==> src/mp14cc_ram.sv <==
// ============================================================================
// mp14cc_ram
// Generic simple dual-port RAM with one write port and a registered read.
// ============================================================================
`default_nettype none

module mp14cc_ram #(
    parameter int WIDTH = 8,
    parameter int DEPTH = 16
) (
    input  wire logic                     i_clk,
    input  wire logic                     i_we,
    input  wire logic [$clog2(DEPTH)-1:0] i_waddr,
    input  wire logic [WIDTH-1:0]         i_wdata,
    input  wire logic                     i_re,
    input  wire logic [$clog2(DEPTH)-1:0] i_raddr,
    output logic      [WIDTH-1:0]         o_rdata
);

    logic [WIDTH-1:0] r_mem [DEPTH];
    logic [WIDTH-1:0] r_rdata;

    always_ff @(posedge i_clk) begin
        if (i_we) begin
            r_mem[i_waddr] <= i_wdata;
        end
        if (i_re) begin
            r_rdata <= r_mem[i_raddr];
        end
    end

    assign o_rdata = r_rdata;

endmodule

`default_nettype wire

==> config.mk <==
export PLATFORM = sky130hd
export DESIGN_NAME = mp14cc_ram
export DESIGN_NICKNAME = d
export VERILOG_FILES = /design/src/mp14cc_ram.sv
export SDC_FILE = /design/constraint.sdc
export NUM_CORES = 1
export LEC_CHECK = 0
export BUFFER_PORTS_ARGS = -buffer_cell sky130_fd_sc_hd__buf_2
export CORE_ASPECT_RATIO = 1.75
export CORE_MARGIN = 5
export CORE_UTILIZATION = 35
export DETAILED_ROUTE_END_ITERATION = 8
export HOLD_SLACK_MARGIN = 0.15
export PLACE_DENSITY = 0.48
export SLEW_MARGIN = 40
export SYNTH_ARGS = -nofsm -noshare
export SYNTH_HDL_FRONTEND = slang
export SYNTH_SLANG_ARGS = --single-unit
export TNS_END_PERCENT = 50
==> constraint.sdc <==
create_clock -name i_clk -period 2.4 [get_ports i_clk]
set_input_delay 0.6 -clock i_clk [delete_from_list [all_inputs] [get_ports i_clk]]
set_output_delay 0.6 -clock i_clk [all_outputs]
set_load 0.02 [all_outputs]
==> out/qor.yml <==
sta:
  tightest_slew_ns: 0.423
  setup_slack_ns: 0.691
  slew-limit-headroom_pct: 71.7
  fin_crit_ns: 1.71
  fin_crit_sh_pct: 71.2
  hold_viol_final: 0
  rsz0062_at_grt: "false"
  fmax_mhz: 585
  setup_violations: 0
  finalClockSkew_ns: 0.00680
  slew_viol_final: 0
  tns_ns: 0
routing:
  top_layer: "met4"
  wl_mm: 10.4
  vias: 2450
  dr.first_iter.drc_count: 90
  wl_per_cell_um: 21.5
  met1Wirelength_mm: 3.88
  dr.pass1.iters: 6
  drc_errors: 0
  viasPerCell: 5.08
  met2_length_mm: 5.97
  ant_nets: 0
  met3_length_um: 374
power_and_ir_drop:
  p_clk_share_pct: 45.3
  switching_power_mw: 1.09
  p_sw_share_pct: 20.3
  p_comb_share_pct: 4.8
  internal_power_mw: 4.30
  seqPwrFrac_pct: 49.9
  p_leak_nw: 2.12
  ir_drop_mv: 0.420
  powerDensity_nw_per_um2: 860
critical_path:
  crit_arrival_ns: 1.86
  path_class: "primary input to flop"
  crit_required_ns: 2.55
  endpoint_kind: "flop"
  cp_max_fo: 21
  r2r_cells: 3
  startpoint_type: "primary input"
yosys:
  synth.most_common_cell: "edfxtp_1"
  ys_seq_elements: 136
  synth_top_area_share_pct: 78.1
  syn_nets: 248
  ys_seq_area_share_pct: 78.1
  synthFlopType: "edfxtp_1"
  synth-edff-count: 136
  synth_cell_types: 18
  ys_async_sr_fraction_pct: 0
  yosys.area.top_type: "edfxtp_1"
  ys_top_cells_by_count: "edfxtp_1 (136), mux4_2 (18), a22oi_1 (16)"
  synthTopCellsByArea: "edfxtp_1 (78%), mux4_2 (7.8%), mux4_1 (7.0%)"
  syn_inst: 229
  ys_warn_count: 0
  synthesis.area_sq_um: 5230
  avgSynthCellArea_sq_um: 22.8
placement:
  post-place-ws_ns: 0.243
  placed_cell_area_sq_um: 5710
  io_buffers: 26
  hpwl_mm: 7.17
  gp_congestion: 0.699
floorplanning:
  dieArea_sq_um: 17600
  core_region_area_sq_um: 14800
  initial_core_util_pct: 35.4
  die_w_um: 102
  num_rows: 59
  die_h_um: 172
  design.portCount: 27
global_route:
  overflow: 0
  grt_pass1_wl_mm: 15.9
  antenna_found_initial: 0
  grt_pass1_vias: 2648
  grt_usage_pct: 13.0
  grt_max_degree: 33
finish:
  layout-drive-gt1-share_pct: 32.8
  area_growth_pct: 19.9
  diodes: 0
  fin_nets: 306
  fin_area_sq_um: 6270
clock_network:
  cts_tree: "yes"
  cts-root-buf: "clkbuf_16"
  path_clk_slew_ns: 0.06
  clock_sinks: 136
  htree_num_levels: 4
  clk-insertion-delay-late_ns: 0.40
  cts_resized: 0
  clockBufferDepth: 2
  cts_buffers: 17
  ctsHoldBuffers: 0
  postCtsSetupBuffers: 0
run:
  maxCapViolations: 0
hold_path:
  hp-class: "primary input to flop"
  holdPathStages: 1
run_status:
  status: "complete, no violations"
[power groups by stage]
stage               combinational (mW)  sequential (mW)  clock (mW)
floorplan                        0.135             2.75           0
global placement                 0.264             2.74           0
finish                           0.260             2.69        2.44
CTS                              0.269             2.69        2.49
global route                     0.284             2.69        2.59
detailed placement               0.268             2.74           0
[metrics by stage]
stage / power, mW / hold slack [ns] / util, % / cells
after floorplan: 2.89 / 0.699 / - / 229
after global placement: 3.00 / 0.739 / 38.7 / 451
after detailed placement: 3.01 / 0.739 / 38.7 / 451
after CTS: 5.45 / 0.552 / 42.5 / 482
after global routing: 5.57 / 0.555 / 42.5 / 482
final: 5.39 / 0.566 / 42.5 / 482
[kinds of logic after synthesis]
| kind of cell | count (synthesis) | share of synthesized area, % |
|---|---|---|
| AOI/OAI and AO/OA | 16 | 2.30 |
| buffers and inverters | 10 | 1.65 |
| DFF | 136 | 78.1 |
| muxes | 32 | 14.8 |
| and+or+nand+nor | 35 | 3.14 |
[layout make-up]
class                   instances  area (sq um)
multi-input cells              83          1060
well taps                     183           229
repair buffers                 49           340
fillers                      1331          8490
clock buffers                  17           425
clock inverters                14           134
flip-flops and latches        136          4080
[cells in the final DEF, fill, tap and decap left out]
cell type | synthesis | final
nor2_1 | 13 | 13
inv_6 | 0 | 1
and2_1 | 1 | 1
buf_4 | 1 | 20
a22oi_1 | 16 | 16
edfxtp_1 | 136 | 136
nand2_1 | 9 | 9
clkinvlp_4 | 0 | 3
clkinv_4 | 0 | 1
buf_12 | 0 | 3
bufinv_16 | 0 | 2
nand2b_1 | 2 | 2
clkbuf_16 | 0 | 17
clkinv_2 | 0 | 6
mux4_1 | 14 | 14
clkinv_1 | 0 | 1
and2b_1 | 1 | 1
nand3_1 | 1 | 1
buf_2 | 3 | 26
nor2b_1 | 1 | 1
nor3_1 | 4 | 4
mux4_2 | 18 | 18
nand3b_1 | 2 | 2
or3b_2 | 1 | 1
[sequential cells by signal (all words and copies together), names as in the netlist]
| name | cells |
|---|---|
| o_rdata | 8 |
| r_mem | 128 |
[worst max-delay path: stages]
cell and delay, ns:
buf_2 0.14, buf_12 0.21, mux4_1 0.57, a22oi_1 0.25, nand2_1 0.08
[metal layers]
layer,global-route usage (%),vias up
li1,-,1094
met1,14.2,1289
met2,23.5,56
met3,3.45,11
met4,4.97,0
met5,0,-
[worst paths after layout]
kind | from | end | slack [ns]
setup / recovery | i_raddr[0] | o_rdata[0] | 0.69
hold / removal | i_re | o_rdata[6] | 0.57
setup reg to reg | r_mem[1][1] | o_rdata[1] | 0.95
hold reg to reg | r_mem[14][6] | o_rdata[6] | 0.75
(Power assumes the default switching activity.)
